==> src/hdl/crkt_pkg.sv <==
package crkt_pkg;

  localparam int MAX_KEYS = 8;
  localparam int IDX_W = $clog2(MAX_KEYS);
  localparam int CNT_W = 6;
  localparam int SCAN_W = IDX_W + 1;
  localparam int POS_W = 17;
  localparam int FRAC_W = 16;
  localparam int COLOR_W = 32;
  localparam int CHAN_W = 8;
  localparam int MODE_W = 3;
  localparam int KIDX_W = 5;
  localparam int CFG_IDX_W = 1;
  localparam int DIV_STEPS = FRAC_W;
  localparam int DIV_CNT_W = $clog2(DIV_STEPS);
  localparam int SORT_PHASES = MAX_KEYS;
  localparam int SORT_CNT_W = $clog2(SORT_PHASES);

  localparam logic [POS_W-1:0] POS_ONE = 17'd65536;
  localparam logic [POS_W-1:0] POS_LOW = 17'd1311;
  localparam logic [POS_W-1:0] POS_HIGH = 17'd64225;
  localparam logic [COLOR_W-1:0] START_RESET = 32'hFF000000;
  localparam logic [COLOR_W-1:0] END_RESET = 32'hFFFFFFFF;

  localparam logic [MODE_W-1:0] MODE_EVAL = 3'd0;
  localparam logic [MODE_W-1:0] MODE_ADD = 3'd1;
  localparam logic [MODE_W-1:0] MODE_MOVE = 3'd2;
  localparam logic [MODE_W-1:0] MODE_REMOVE = 3'd3;
  localparam logic [MODE_W-1:0] MODE_INIT = 3'd4;

  localparam logic [CFG_IDX_W-1:0] REG_START_COLOR = 1'b0;
  localparam logic [CFG_IDX_W-1:0] REG_END_COLOR = 1'b1;

  typedef enum logic [2:0] {
    ST_IDLE,
    ST_DECODE,
    ST_SCAN,
    ST_DIV,
    ST_BLEND,
    ST_SORT,
    ST_FIN
  } state_t;

  typedef struct packed {
    logic load;
    logic apply;
    logic scan_init;
    logic scan_step;
    logic take_a;
    logic take_i;
    logic div_init;
    logic div_step;
    logic blend;
    logic sort_init;
    logic sort_step;
    logic out_load;
  } cmd_t;

  typedef struct packed {
    logic is_eval;
    logic need_sort;
    logic scan_end;
    logic scan_hit;
    logic scan_exact;
    logic div_last;
    logic sort_last;
  } status_t;

endpackage

==> src/hdl/crkt_in_if.sv <==
interface crkt_in_if;
  import crkt_pkg::*;

  logic valid;
  logic ready;
  logic [MODE_W-1:0] mode;
  logic [POS_W-1:0] position;
  logic [KIDX_W-1:0] key_index;
  logic [CHAN_W-1:0] red;
  logic [CHAN_W-1:0] green;
  logic [CHAN_W-1:0] blue;
  logic [CHAN_W-1:0] alpha;

  modport source (output valid, mode, position, key_index, red, green, blue, alpha,
                  input ready);
  modport sink (input valid, mode, position, key_index, red, green, blue, alpha,
                output ready);
endinterface

==> src/hdl/crkt_out_if.sv <==
interface crkt_out_if;
  import crkt_pkg::*;

  logic valid;
  logic ready;
  logic [CHAN_W-1:0] out_red;
  logic [CHAN_W-1:0] out_green;
  logic [CHAN_W-1:0] out_blue;
  logic [CHAN_W-1:0] out_alpha;
  logic accepted;
  logic [CNT_W-1:0] key_total;

  modport source (output valid, out_red, out_green, out_blue, out_alpha, accepted,
                  key_total, input ready);
  modport sink (input valid, out_red, out_green, out_blue, out_alpha, accepted,
                key_total, output ready);
endinterface

==> src/hdl/crkt_ctrl.sv <==
module crkt_ctrl (
  input  logic clk,
  input  logic rst,
  input  logic in_valid,
  output logic in_ready,
  output logic out_valid,
  input  logic out_ready,
  input  crkt_pkg::status_t status,
  output crkt_pkg::cmd_t cmd
);
  import crkt_pkg::*;

  state_t state, state_next;
  logic out_valid_next;

  always_ff @(posedge clk) begin
    if (rst) begin
      state <= ST_IDLE;
      out_valid <= 1'b0;
    end else begin
      state <= state_next;
      out_valid <= out_valid_next;
    end
  end

  always_comb begin
    state_next = state;
    cmd = '0;
    in_ready = 1'b0;
    case (state)
      ST_IDLE: begin
        in_ready = 1'b1;
        if (in_valid) begin
          cmd.load = 1'b1;
          state_next = ST_DECODE;
        end
      end
      ST_DECODE: begin
        cmd.apply = 1'b1;
        if (status.is_eval) begin
          cmd.scan_init = 1'b1;
          state_next = ST_SCAN;
        end else if (status.need_sort) begin
          cmd.sort_init = 1'b1;
          state_next = ST_SORT;
        end else begin
          state_next = ST_FIN;
        end
      end
      ST_SCAN: begin
        if (status.scan_end) begin
          cmd.take_a = 1'b1;
          state_next = ST_FIN;
        end else if (status.scan_hit && status.scan_exact) begin
          cmd.take_i = 1'b1;
          state_next = ST_FIN;
        end else if (status.scan_hit) begin
          cmd.div_init = 1'b1;
          state_next = ST_DIV;
        end else begin
          cmd.scan_step = 1'b1;
        end
      end
      ST_DIV: begin
        cmd.div_step = 1'b1;
        if (status.div_last) state_next = ST_BLEND;
      end
      ST_BLEND: begin
        cmd.blend = 1'b1;
        state_next = ST_FIN;
      end
      ST_SORT: begin
        cmd.sort_step = 1'b1;
        if (status.sort_last) state_next = ST_FIN;
      end
      ST_FIN: begin
        if (!out_valid || out_ready) begin
          cmd.out_load = 1'b1;
          state_next = ST_IDLE;
        end
      end
      default: begin
        state_next = ST_IDLE;
      end
    endcase
  end

  always_comb begin
    if (cmd.out_load) out_valid_next = 1'b1;
    else if (out_ready) out_valid_next = 1'b0;
    else out_valid_next = out_valid;
  end

endmodule

==> src/hdl/crkt_dp.sv <==
module crkt_dp (
  input  logic clk,
  input  logic rst,
  input  logic cfg_we,
  input  logic [crkt_pkg::CFG_IDX_W-1:0] cfg_index,
  input  logic [crkt_pkg::COLOR_W-1:0] cfg_data,
  input  logic [crkt_pkg::MODE_W-1:0] in_mode,
  input  logic [crkt_pkg::POS_W-1:0] in_position,
  input  logic [crkt_pkg::KIDX_W-1:0] in_key_index,
  input  logic [crkt_pkg::COLOR_W-1:0] in_color,
  input  crkt_pkg::cmd_t cmd,
  output crkt_pkg::status_t status,
  output logic [crkt_pkg::COLOR_W-1:0] out_color,
  output logic out_ok,
  output logic [crkt_pkg::CNT_W-1:0] out_count
);
  import crkt_pkg::*;

  logic [COLOR_W-1:0] start_color, end_color;
  logic [POS_W-1:0] kpos [MAX_KEYS];
  logic [POS_W-1:0] kpos_next [MAX_KEYS];
  logic [COLOR_W-1:0] kcol [MAX_KEYS];
  logic [COLOR_W-1:0] kcol_next [MAX_KEYS];
  logic [CNT_W-1:0] kcnt, kcnt_next;

  logic [MODE_W-1:0] mode_r;
  logic [POS_W-1:0] t_r;
  logic [KIDX_W-1:0] idx_r;
  logic [COLOR_W-1:0] col_r;
  logic [POS_W-1:0] clamped;
  logic interior, op_ok;

  logic [SCAN_W-1:0] scan_i;
  logic [POS_W-1:0] pos_i;
  logic [COLOR_W-1:0] col_i;
  logic [POS_W-1:0] pa;
  logic [COLOR_W-1:0] ca, cb;
  logic [POS_W-1:0] den, rem;
  logic [POS_W:0] rem2;
  logic rem_ge;
  logic [FRAC_W-1:0] quo;
  logic [DIV_CNT_W-1:0] div_cnt;
  logic [SORT_CNT_W-1:0] sort_cnt;
  logic [COLOR_W-1:0] blended;
  logic [COLOR_W-1:0] res_r;
  logic ok_r;
  logic sorted;

  // item decode
  always_comb begin
    if (t_r < POS_LOW) clamped = POS_LOW;
    else if (t_r > POS_HIGH) clamped = POS_HIGH;
    else clamped = t_r;
    interior = (idx_r != '0) && (kcnt >= CNT_W'(2)) &&
               ({1'b0, idx_r} < kcnt - CNT_W'(1)) && (32'(idx_r) < MAX_KEYS);
    case (mode_r)
      MODE_EVAL: op_ok = 1'b1;
      MODE_ADD: op_ok = (kcnt < CNT_W'(MAX_KEYS));
      MODE_MOVE: op_ok = interior;
      MODE_REMOVE: op_ok = interior;
      MODE_INIT: op_ok = 1'b1;
      default: op_ok = 1'b0;
    endcase
  end

  // key table update
  always_comb begin
    kpos_next = kpos;
    kcol_next = kcol;
    kcnt_next = kcnt;
    if (cmd.apply && op_ok) begin
      case (mode_r)
        MODE_ADD: begin
          kpos_next[kcnt[IDX_W-1:0]] = clamped;
          kcol_next[kcnt[IDX_W-1:0]] = col_r;
          kcnt_next = kcnt + CNT_W'(1);
        end
        MODE_MOVE: begin
          kpos_next[idx_r[IDX_W-1:0]] = clamped;
        end
        MODE_REMOVE: begin
          for (int j = 0; j < MAX_KEYS - 1; j++) begin
            if (CNT_W'(j) >= {1'b0, idx_r} && CNT_W'(j) < kcnt - CNT_W'(1)) begin
              kpos_next[j] = kpos[j+1];
              kcol_next[j] = kcol[j+1];
            end
          end
          kcnt_next = kcnt - CNT_W'(1);
        end
        MODE_INIT: begin
          kpos_next[0] = '0;
          kpos_next[1] = POS_ONE;
          kcol_next[0] = start_color;
          kcol_next[1] = end_color;
          kcnt_next = CNT_W'(2);
        end
        default: begin
        end
      endcase
    end else if (cmd.sort_step) begin
      // odd-even transposition, strict compare keeps equal keys in order
      for (int j = 0; j < MAX_KEYS - 1; j++) begin
        if (1'(j) == sort_cnt[0] && CNT_W'(j + 1) < kcnt && kpos[j] > kpos[j+1]) begin
          kpos_next[j] = kpos[j+1];
          kpos_next[j+1] = kpos[j];
          kcol_next[j] = kcol[j+1];
          kcol_next[j+1] = kcol[j];
        end
      end
    end
  end

  always_ff @(posedge clk) begin
    if (rst) begin
      start_color <= START_RESET;
      end_color <= END_RESET;
      for (int j = 0; j < MAX_KEYS; j++) begin
        kpos[j] <= '0;
        kcol[j] <= '0;
      end
      kpos[1] <= POS_ONE;
      kcol[0] <= START_RESET;
      kcol[1] <= END_RESET;
      kcnt <= CNT_W'(2);
    end else begin
      if (cfg_we && cfg_index == REG_START_COLOR) start_color <= cfg_data;
      if (cfg_we && cfg_index == REG_END_COLOR) end_color <= cfg_data;
      kpos <= kpos_next;
      kcol <= kcol_next;
      kcnt <= kcnt_next;
    end
  end

  // scan, division and blend
  assign pos_i = kpos[scan_i[IDX_W-1:0]];
  assign col_i = kcol[scan_i[IDX_W-1:0]];
  assign rem2 = {rem, 1'b0};
  assign rem_ge = rem2 >= {1'b0, den};

  always_comb begin
    logic [CHAN_W-1:0] a, b;
    logic [POS_W-1:0] wa;
    logic [25:0] v;
    blended = '0;
    wa = POS_ONE - {1'b0, quo};
    for (int s = 0; s < COLOR_W / CHAN_W; s++) begin
      a = ca[s*CHAN_W +: CHAN_W];
      b = cb[s*CHAN_W +: CHAN_W];
      v = 26'(a) * 26'(wa) + 26'(b) * 26'({1'b0, quo});
      blended[s*CHAN_W +: CHAN_W] = v[FRAC_W +: CHAN_W];
    end
  end

  always_ff @(posedge clk) begin
    if (rst) begin
      scan_i <= '0;
      div_cnt <= '0;
      sort_cnt <= '0;
    end else begin
      if (cmd.scan_init) scan_i <= '0;
      else if (cmd.scan_step) scan_i <= scan_i + SCAN_W'(1);
      if (cmd.div_init) div_cnt <= '0;
      else if (cmd.div_step) div_cnt <= div_cnt + DIV_CNT_W'(1);
      if (cmd.sort_init) sort_cnt <= '0;
      else if (cmd.sort_step) sort_cnt <= sort_cnt + SORT_CNT_W'(1);
    end
  end

  always_ff @(posedge clk) begin
    if (cmd.load) begin
      mode_r <= in_mode;
      t_r <= in_position;
      idx_r <= in_key_index;
      col_r <= in_color;
      res_r <= '0;
      ok_r <= 1'b0;
    end
    if (cmd.apply) ok_r <= op_ok;
    if (cmd.scan_step) begin
      pa <= pos_i;
      ca <= col_i;
    end
    if (cmd.take_a) res_r <= ca;
    if (cmd.take_i) res_r <= col_i;
    if (cmd.div_init) begin
      den <= pos_i - pa;
      rem <= t_r - pa;
      cb <= col_i;
      quo <= '0;
    end
    if (cmd.div_step) begin
      rem <= rem_ge ? POS_W'(rem2 - {1'b0, den}) : POS_W'(rem2);
      quo <= {quo[FRAC_W-2:0], rem_ge};
    end
    if (cmd.blend) res_r <= blended;
    if (cmd.out_load) begin
      out_color <= res_r;
      out_ok <= ok_r;
      out_count <= kcnt;
    end
  end

  always_comb begin
    status.is_eval = (mode_r == MODE_EVAL);
    status.need_sort = ((mode_r == MODE_ADD) || (mode_r == MODE_MOVE)) && op_ok;
    status.scan_end = ({{(CNT_W-SCAN_W){1'b0}}, scan_i} == kcnt);
    status.scan_hit = (pos_i >= t_r);
    status.scan_exact = (pos_i == t_r) || (scan_i == '0);
    status.div_last = (div_cnt == DIV_CNT_W'(DIV_STEPS - 1));
    status.sort_last = (sort_cnt == SORT_CNT_W'(SORT_PHASES - 1));
  end

  always_comb begin
    sorted = 1'b1;
    for (int j = 0; j < MAX_KEYS - 1; j++) begin
      if (CNT_W'(j + 1) < kcnt && kpos[j] > kpos[j+1]) sorted = 1'b0;
    end
  end

`ifndef SYNTH
  a_count_range: assert property (@(posedge clk) disable iff (rst)
    kcnt >= CNT_W'(2) && kcnt <= CNT_W'(MAX_KEYS))
    else $error("key count out of range");
  a_sorted_at_result: assert property (@(posedge clk) disable iff (rst)
    cmd.out_load |-> sorted)
    else $error("key table not sorted when result is issued");
  a_rem_below_den: assert property (@(posedge clk) disable iff (rst)
    cmd.div_step |-> rem < den)
    else $error("division remainder not below divisor");
  a_div_has_gap: assert property (@(posedge clk) disable iff (rst)
    cmd.div_init |-> pos_i > pa && t_r > pa)
    else $error("bracketing keys do not enclose position");
`endif

endmodule

==> src/hdl/color_ramp_key_table.sv <==
// channel   dir  handshake         payload
// in_ch     in   valid / ready     mode, position, key_index, red, green, blue, alpha
// out_ch    out  valid / ready     out_red..out_alpha, accepted, key_total
// cfg       in   cfg_we only       cfg_index, cfg_data (0 start color, 1 end color)
//
// one item at a time: ready only while the controller is idle
// eval: decode, a scan over up to 8 keys, a restoring divide for 16 fraction bits, a blend
// add and move: decode, then eight odd-even sort phases over the table
// remove, init, rejected: no scan or sort; eval on a key or past the last: no divide
// the result register frees the engine; a stalled out_ch holds the next result in fin
// reset (rst, synchronous) loads the two end keys from the reset colors
module color_ramp_key_table (
  input  logic clk,
  input  logic rst,
  input  logic cfg_we,
  input  logic [crkt_pkg::CFG_IDX_W-1:0] cfg_index,
  input  logic [crkt_pkg::COLOR_W-1:0] cfg_data,
  crkt_in_if.sink in_ch,
  crkt_out_if.source out_ch
);
  import crkt_pkg::*;

  cmd_t cmd;
  status_t status;
  logic [COLOR_W-1:0] in_color;
  logic [COLOR_W-1:0] out_color;

  // key color packing: red in the low byte, alpha in the high byte
  assign in_color = {in_ch.alpha, in_ch.blue, in_ch.green, in_ch.red};

  // sequencer: fetch, decode, scan / divide / blend or sort, then result
  crkt_ctrl u_ctrl (
    .clk(clk),
    .rst(rst),
    .in_valid(in_ch.valid),
    .in_ready(in_ch.ready),
    .out_valid(out_ch.valid),
    .out_ready(out_ch.ready),
    .status(status),
    .cmd(cmd)
  );

  // key table, restoring divider, channel blend and result register
  crkt_dp u_dp (
    .clk(clk),
    .rst(rst),
    .cfg_we(cfg_we),
    .cfg_index(cfg_index),
    .cfg_data(cfg_data),
    .in_mode(in_ch.mode),
    .in_position(in_ch.position),
    .in_key_index(in_ch.key_index),
    .in_color(in_color),
    .cmd(cmd),
    .status(status),
    .out_color(out_color),
    .out_ok(out_ch.accepted),
    .out_count(out_ch.key_total)
  );

  // unpack result color to the channel fields
  assign out_ch.out_red = out_color[0 +: CHAN_W];
  assign out_ch.out_green = out_color[CHAN_W +: CHAN_W];
  assign out_ch.out_blue = out_color[2*CHAN_W +: CHAN_W];
  assign out_ch.out_alpha = out_color[3*CHAN_W +: CHAN_W];

endmodule
==> src/flat_wrapper.sv <==
// flat-port wrapper written by rule: the top's interface ports become plain ports
module color_ramp_key_table_flat import crkt_pkg::*;
  (clk, rst, cfg_we, cfg_index, cfg_data, in_ch_valid, in_ch_mode, in_ch_position, in_ch_key_index, in_ch_red, in_ch_green, in_ch_blue, in_ch_alpha, in_ch_ready, out_ch_valid, out_ch_out_red, out_ch_out_green, out_ch_out_blue, out_ch_out_alpha, out_ch_accepted, out_ch_key_total, out_ch_ready);
  crkt_in_if in_ch_i ();
  crkt_out_if out_ch_i ();
  input  logic clk;
  input  logic rst;
  input  logic cfg_we;
  input  logic [crkt_pkg::CFG_IDX_W-1:0] cfg_index;
  input  logic [crkt_pkg::COLOR_W-1:0] cfg_data;
  input wire logic [$bits(in_ch_i.valid)-1:0] in_ch_valid;
  input wire logic [$bits(in_ch_i.mode)-1:0] in_ch_mode;
  input wire logic [$bits(in_ch_i.position)-1:0] in_ch_position;
  input wire logic [$bits(in_ch_i.key_index)-1:0] in_ch_key_index;
  input wire logic [$bits(in_ch_i.red)-1:0] in_ch_red;
  input wire logic [$bits(in_ch_i.green)-1:0] in_ch_green;
  input wire logic [$bits(in_ch_i.blue)-1:0] in_ch_blue;
  input wire logic [$bits(in_ch_i.alpha)-1:0] in_ch_alpha;
  output wire logic [$bits(in_ch_i.ready)-1:0] in_ch_ready;
  output wire logic [$bits(out_ch_i.valid)-1:0] out_ch_valid;
  output wire logic [$bits(out_ch_i.out_red)-1:0] out_ch_out_red;
  output wire logic [$bits(out_ch_i.out_green)-1:0] out_ch_out_green;
  output wire logic [$bits(out_ch_i.out_blue)-1:0] out_ch_out_blue;
  output wire logic [$bits(out_ch_i.out_alpha)-1:0] out_ch_out_alpha;
  output wire logic [$bits(out_ch_i.accepted)-1:0] out_ch_accepted;
  output wire logic [$bits(out_ch_i.key_total)-1:0] out_ch_key_total;
  input wire logic [$bits(out_ch_i.ready)-1:0] out_ch_ready;
  assign in_ch_i.valid = in_ch_valid;
  assign in_ch_i.mode = in_ch_mode;
  assign in_ch_i.position = in_ch_position;
  assign in_ch_i.key_index = in_ch_key_index;
  assign in_ch_i.red = in_ch_red;
  assign in_ch_i.green = in_ch_green;
  assign in_ch_i.blue = in_ch_blue;
  assign in_ch_i.alpha = in_ch_alpha;
  assign in_ch_ready = in_ch_i.ready;
  assign out_ch_valid = out_ch_i.valid;
  assign out_ch_out_red = out_ch_i.out_red;
  assign out_ch_out_green = out_ch_i.out_green;
  assign out_ch_out_blue = out_ch_i.out_blue;
  assign out_ch_out_alpha = out_ch_i.out_alpha;
  assign out_ch_accepted = out_ch_i.accepted;
  assign out_ch_key_total = out_ch_i.key_total;
  assign out_ch_i.ready = out_ch_ready;
  color_ramp_key_table u_core (.clk(clk), .rst(rst), .cfg_we(cfg_we), .cfg_index(cfg_index), .cfg_data(cfg_data), .in_ch(in_ch_i), .out_ch(out_ch_i));
endmodule
==> config.mk <==
export PLATFORM = sky130hd
export DESIGN_NAME = color_ramp_key_table_flat
export DESIGN_NICKNAME = d
export VERILOG_FILES = /design/src/hdl/crkt_pkg.sv /design/src/hdl/crkt_in_if.sv /design/src/hdl/crkt_out_if.sv /design/src/hdl/crkt_ctrl.sv /design/src/hdl/crkt_dp.sv /design/src/hdl/color_ramp_key_table.sv /design/src/flat_wrapper.sv
export SDC_FILE = /design/constraint.sdc
export NUM_CORES = 2
export LEC_CHECK = 0
export ABC_AREA = 1
export BUFFER_PORTS_ARGS = -buffer_cell sky130_fd_sc_hd__buf_2
export CAP_MARGIN = 5
export CORE_ASPECT_RATIO = 0.7
export CORE_MARGIN = 5
export CORE_UTILIZATION = 40
export DETAILED_ROUTE_END_ITERATION = 8
export GPL_TIMING_DRIVEN = 0
export MAX_ROUTING_LAYER = met4
export PLACE_DENSITY_LB_ADDON = 0.12
export SYNTH_ARGS = -nofsm -noshare
export SYNTH_HDL_FRONTEND = slang
export SYNTH_HIERARCHICAL = 1
export SYNTH_SLANG_ARGS = --single-unit
==> constraint.sdc <==
create_clock -name clk -period 10.2 [get_ports clk]
set_input_delay 0 -clock clk [delete_from_list [all_inputs] [get_ports clk]]
set_output_delay 0 -clock clk [all_outputs]
set_load 0.005 [all_outputs]
==> run_results.csv <==
group,metric,value,unit
yosys,ys_types,63,
floorplanning,die_w,561.1,um
yosys,synth_top_area_share,20.03,%
timing,tightest_slew,1.577,ns
clock_tree,cts_root_buffer,"clkbuf_16",
global_routing,grt-ovfl-total,0,
timing,maxSlewHeadroom,-5.110,%
yosys,synthesis.area,85050,um2
placement,port_buffers,135,
clock_tree,path_clk_slew,0.07,ns
yosys,synth_edf_count,260,
global_routing,grt_pass1_wl,657100,um
placement,dpl.hpwl,398400,um
global_routing,met3_usage,22.35,%
clock_tree,cts_max_path_buffers,3,
detailed_routing,drc,0,
floorplanning,initial_core_util,40.28,%
critical_path,critPathRequiredTime,10.60,ns
yosys,ys_seq_elements,737,
global_routing,grt_pass1_vias,83380,
clock_tree,clkSinkCount,737,
run,cap_violations,11,
detailed_routing,drt_iter0_drc,15670,
detailed_routing,wl_per_cell,30.29,um
global_routing,grt.busiest_layer,"met1",
critical_path,ff2ff_setup_slack,-0.32,ns
global_routing,gr-usage-all-layers,43.09,%
clock_tree,numCtsBuffers,92,
timing,skew,0.05329,ns
yosys,yosys.area.top_type,"fa_1",
floorplanning,std_cell_rows,141,
critical_path,start_kind,"flip-flop",
yosys,synth_nets,13910,
timing,min_period_over_period,103.1,%
yosys,synth_flop_cell,"dfxtp_1",
detailed_routing,ant_nets,0,
detailed_routing,routed_via_density,5.806,
yosys,ys_seq_area_share,20.41,%
yosys,synth_area_per_cell,6.808,um2
global_routing,gr-usage-met2,47.85,%
clock_tree,htreeDepth,3,
detailed_routing,vias,92040,
floorplanning,die-area,222100,um2
run_status,violations,"max-capacitance violations, max-slew violations, negative setup slack",
yosys,synthTopCellsByArea,"fa_1 (20%), nand2_1 (15%), dfxtp_1 (11%)",
timing,setup_tns,-1.957,ns
yosys,ys_warn_count,6,
detailed_routing,drtPass1Iterations,8,
global_routing,grt_max_degree,40,
placement,gp_congestion,1.059,
cells_and_area,nets,14350,
critical_path,path_max_fanout,10,
timing,setup_violations,17,
clock_tree,clk_latency,0.76,ns
cells_and_area,area.growth.synth_to_final,11.85,%
floorplanning,io_pins,136,
timing,rsz0062_at_grt,"no",
yosys,syn_inst,12490,
floorplanning,chipHeight,395.8,um
detailed_routing,totalWireLength,480200,um
critical_path,crit_type,"flip-flop to flip-flop",
timing,drv_slew,85,
timing,fmax,95.06,MHz
global_routing,use_met1,65.89,%
clock_tree,cts_tree,"yes",
global_routing,antenna_found_initial,54,
floorplanning,coreArea,211200,um2
critical_path,crit_path_end_kind,"flip-flop",
min_path,hold_class,"input pin to flip-flop",
cells_and_area,drive_gt1_share,5.088,%
timing,final.min_clock_period,10.52,ns
timing,finalHoldViolCount,0,
critical_path,worstPathArrival,10.92,ns
run_status,outcome,"finished, violations left",
yosys,synthArstFlopShare,0,%
timing,worst_slack,-0.3193,ns
## layout make-up
cell class	count	area (um2)
multi-input combinational	8765	56260
fill	22050	116000
clock inverter	58	595.6
sequential	737	17360
antenna	52	130.1
tap	2788	3488
clock buffer	113	2505
timing repair buffer	351	3124
inverter	2226	8376
buffer	762	3291
## cell usage after synthesis (38+ instances only)
cell,count
xor2_1,38
ha_1,472
buf_1,59
nand3_1,578
o211ai_1,55
a21oi_1,584
nor2_1,1244
o21ai_0,831
fa_1,851
a31oi_1,70
buf_4,46
edfxtp_1,260
nand4_1,114
nor3_1,49
clkbuf_1,544
inv_1,2201
dfxtp_1,477
nand2_1,3364
a221oi_1,42
buf_2,103
o22ai_1,200
## stage by stage
step | instance area [um2] | worst slack [ns] | util (%) | hold slack (ns) | std cells
after floorplan | 85050 | 0.6313 | - | 0.09887 | 12490
after global placement | 89210 | -10.52 | 42.25 | 0.1764 | 15420
after detailed placement | 90080 | -1.514 | 42.65 | 0.1781 | 15470
after CTS | 94730 | 0.009581 | 44.86 | 0.005554 | 15790
after global routing | 95050 | 0.005405 | 45.01 | 0.05434 | 15820
final | 95130 | -0.3193 | 45.05 | 0.03603 | 15850
## cell usage in the layout, fill, tap and decap left out, drive strengths merged, types with 3 or more instances in the layout
cell type | netlist | layout
nand2 | 3377 | 3377
inv | 2217 | 2223
nor2 | 1259 | 1259
o21ai | 857 | 857
fa | 851 | 851
clkbuf | 546 | 663
a21oi | 585 | 585
nand3 | 583 | 583
dfxtp | 477 | 477
ha | 472 | 472
buf | 218 | 410
edfxtp | 260 | 260
o22ai | 200 | 200
dlygate4sd3 | 0 | 153
nand4 | 117 | 117
a31oi | 71 | 71
o211ai | 55 | 55
diode | 0 | 52
nor3 | 51 | 51
clkinv | 9 | 45
a221oi | 42 | 42
xor2 | 39 | 39
o221ai | 33 | 33
a21o | 26 | 26
xnor2 | 22 | 22
or2 | 20 | 20
nor4 | 17 | 17
o21bai | 14 | 14
nand3b | 13 | 13
o21a | 10 | 10
a22oi | 10 | 10
clkinvlp | 0 | 9
bufinv | 0 | 7
a211oi | 7 | 7
o2111ai | 7 | 7
o31ai | 5 | 5
o32ai | 5 | 5
nor3b | 3 | 3
nor4b | 3 | 3
## cell families (layout without fill, tap and decap cells)
kind of cell,after synthesis,count (layout),share of synthesized area [%]
simple gates,5445,5445,25.71
buf+inv,2990,3510,13.65
compound gates,1936,1936,12.62
fa+ha+maj,1323,1323,26.97
flops,737,737,20.41
xor+xnor,61,61,0.6370
other cells,0,52,0
## layer usage
metal  up-vias  wire length [um]  share of wire (%)
met3       571             90410                 19
met5         -                 0                  0
li1      39900                 -                  -
met4         0              9798                2.0
met1     44820            221400                 46
met2      6747            158600                 33
## repair_timing
| action | in CTS | in global routing |
|---|---|---|
| hold endpoints to repair | 130 | 0 |
| setup endpoints to repair | 27 | 25 |
| hold buffers | 153 | 0 |
| pin swaps | 0 | 0 |
| setup buffers | 0 | 3 |
| resized for setup | 14 | 20 |
## critical path: stages (launching register included)
cell,delay [ns]
dfxtp_1,0.35
clkbuf_1,0.75
clkbuf_1,0.83
buf_2,0.39
clkbuf_1,1.02
clkbuf_1,0.57
nand2_1,0.13
a221oi_1,0.62
buf_4,0.33
a31oi_1,0.22
ha_1,0.49
nand2_1,0.07
inv_1,0.05
nand3_1,0.09
nor3_1,0.24
nand3_1,0.12
o2111ai_1,0.53
nand2_1,0.19
nor3_1,0.30
clkbuf_1,0.47
inv_1,0.52
nand2_1,0.64
clkbuf_2,0.68
o21ai_0,0.17
nand2_1,0.09
nand2_1,0.24
## flip-flops by register name, indices dropped and copies added, names as in the netlist, 16 cells and up
register                 cells
u_core/u_dp/quo             16
u_core/u_dp/end_color       32
u_core/u_dp/ca              32
u_core/u_dp/start_color     32
u_core/u_dp/rem             17
u_core/u_dp/out_color       32
u_core/u_dp/den             17
u_core/u_dp/kcol           256
u_core/u_dp/t_r             17
u_core/u_dp/cb              32
u_core/u_dp/res_r           32
u_core/u_dp/pa              17
u_core/u_dp/col_r           32
u_core/u_dp/kpos           136
## final timing paths
kind                         startpoint                        end  depth (start not counted)
setup reg to reg  u_core/u_dp/scan_i[0]      u_core/u_dp/res_r[15]                         25
hold reg to reg   u_core/u_dp/res_r[10]  u_core/u_dp/out_color[10]                          0
setup / recovery  u_core/u_dp/scan_i[0]      u_core/u_dp/res_r[15]                         25
hold / removal             in_ch_red[0]       u_core/u_dp/col_r[0]                          2
Power is left out: the tool's default activity adds up to more than one toggle a clock period on the data nets, which glitch-free logic cannot reach.
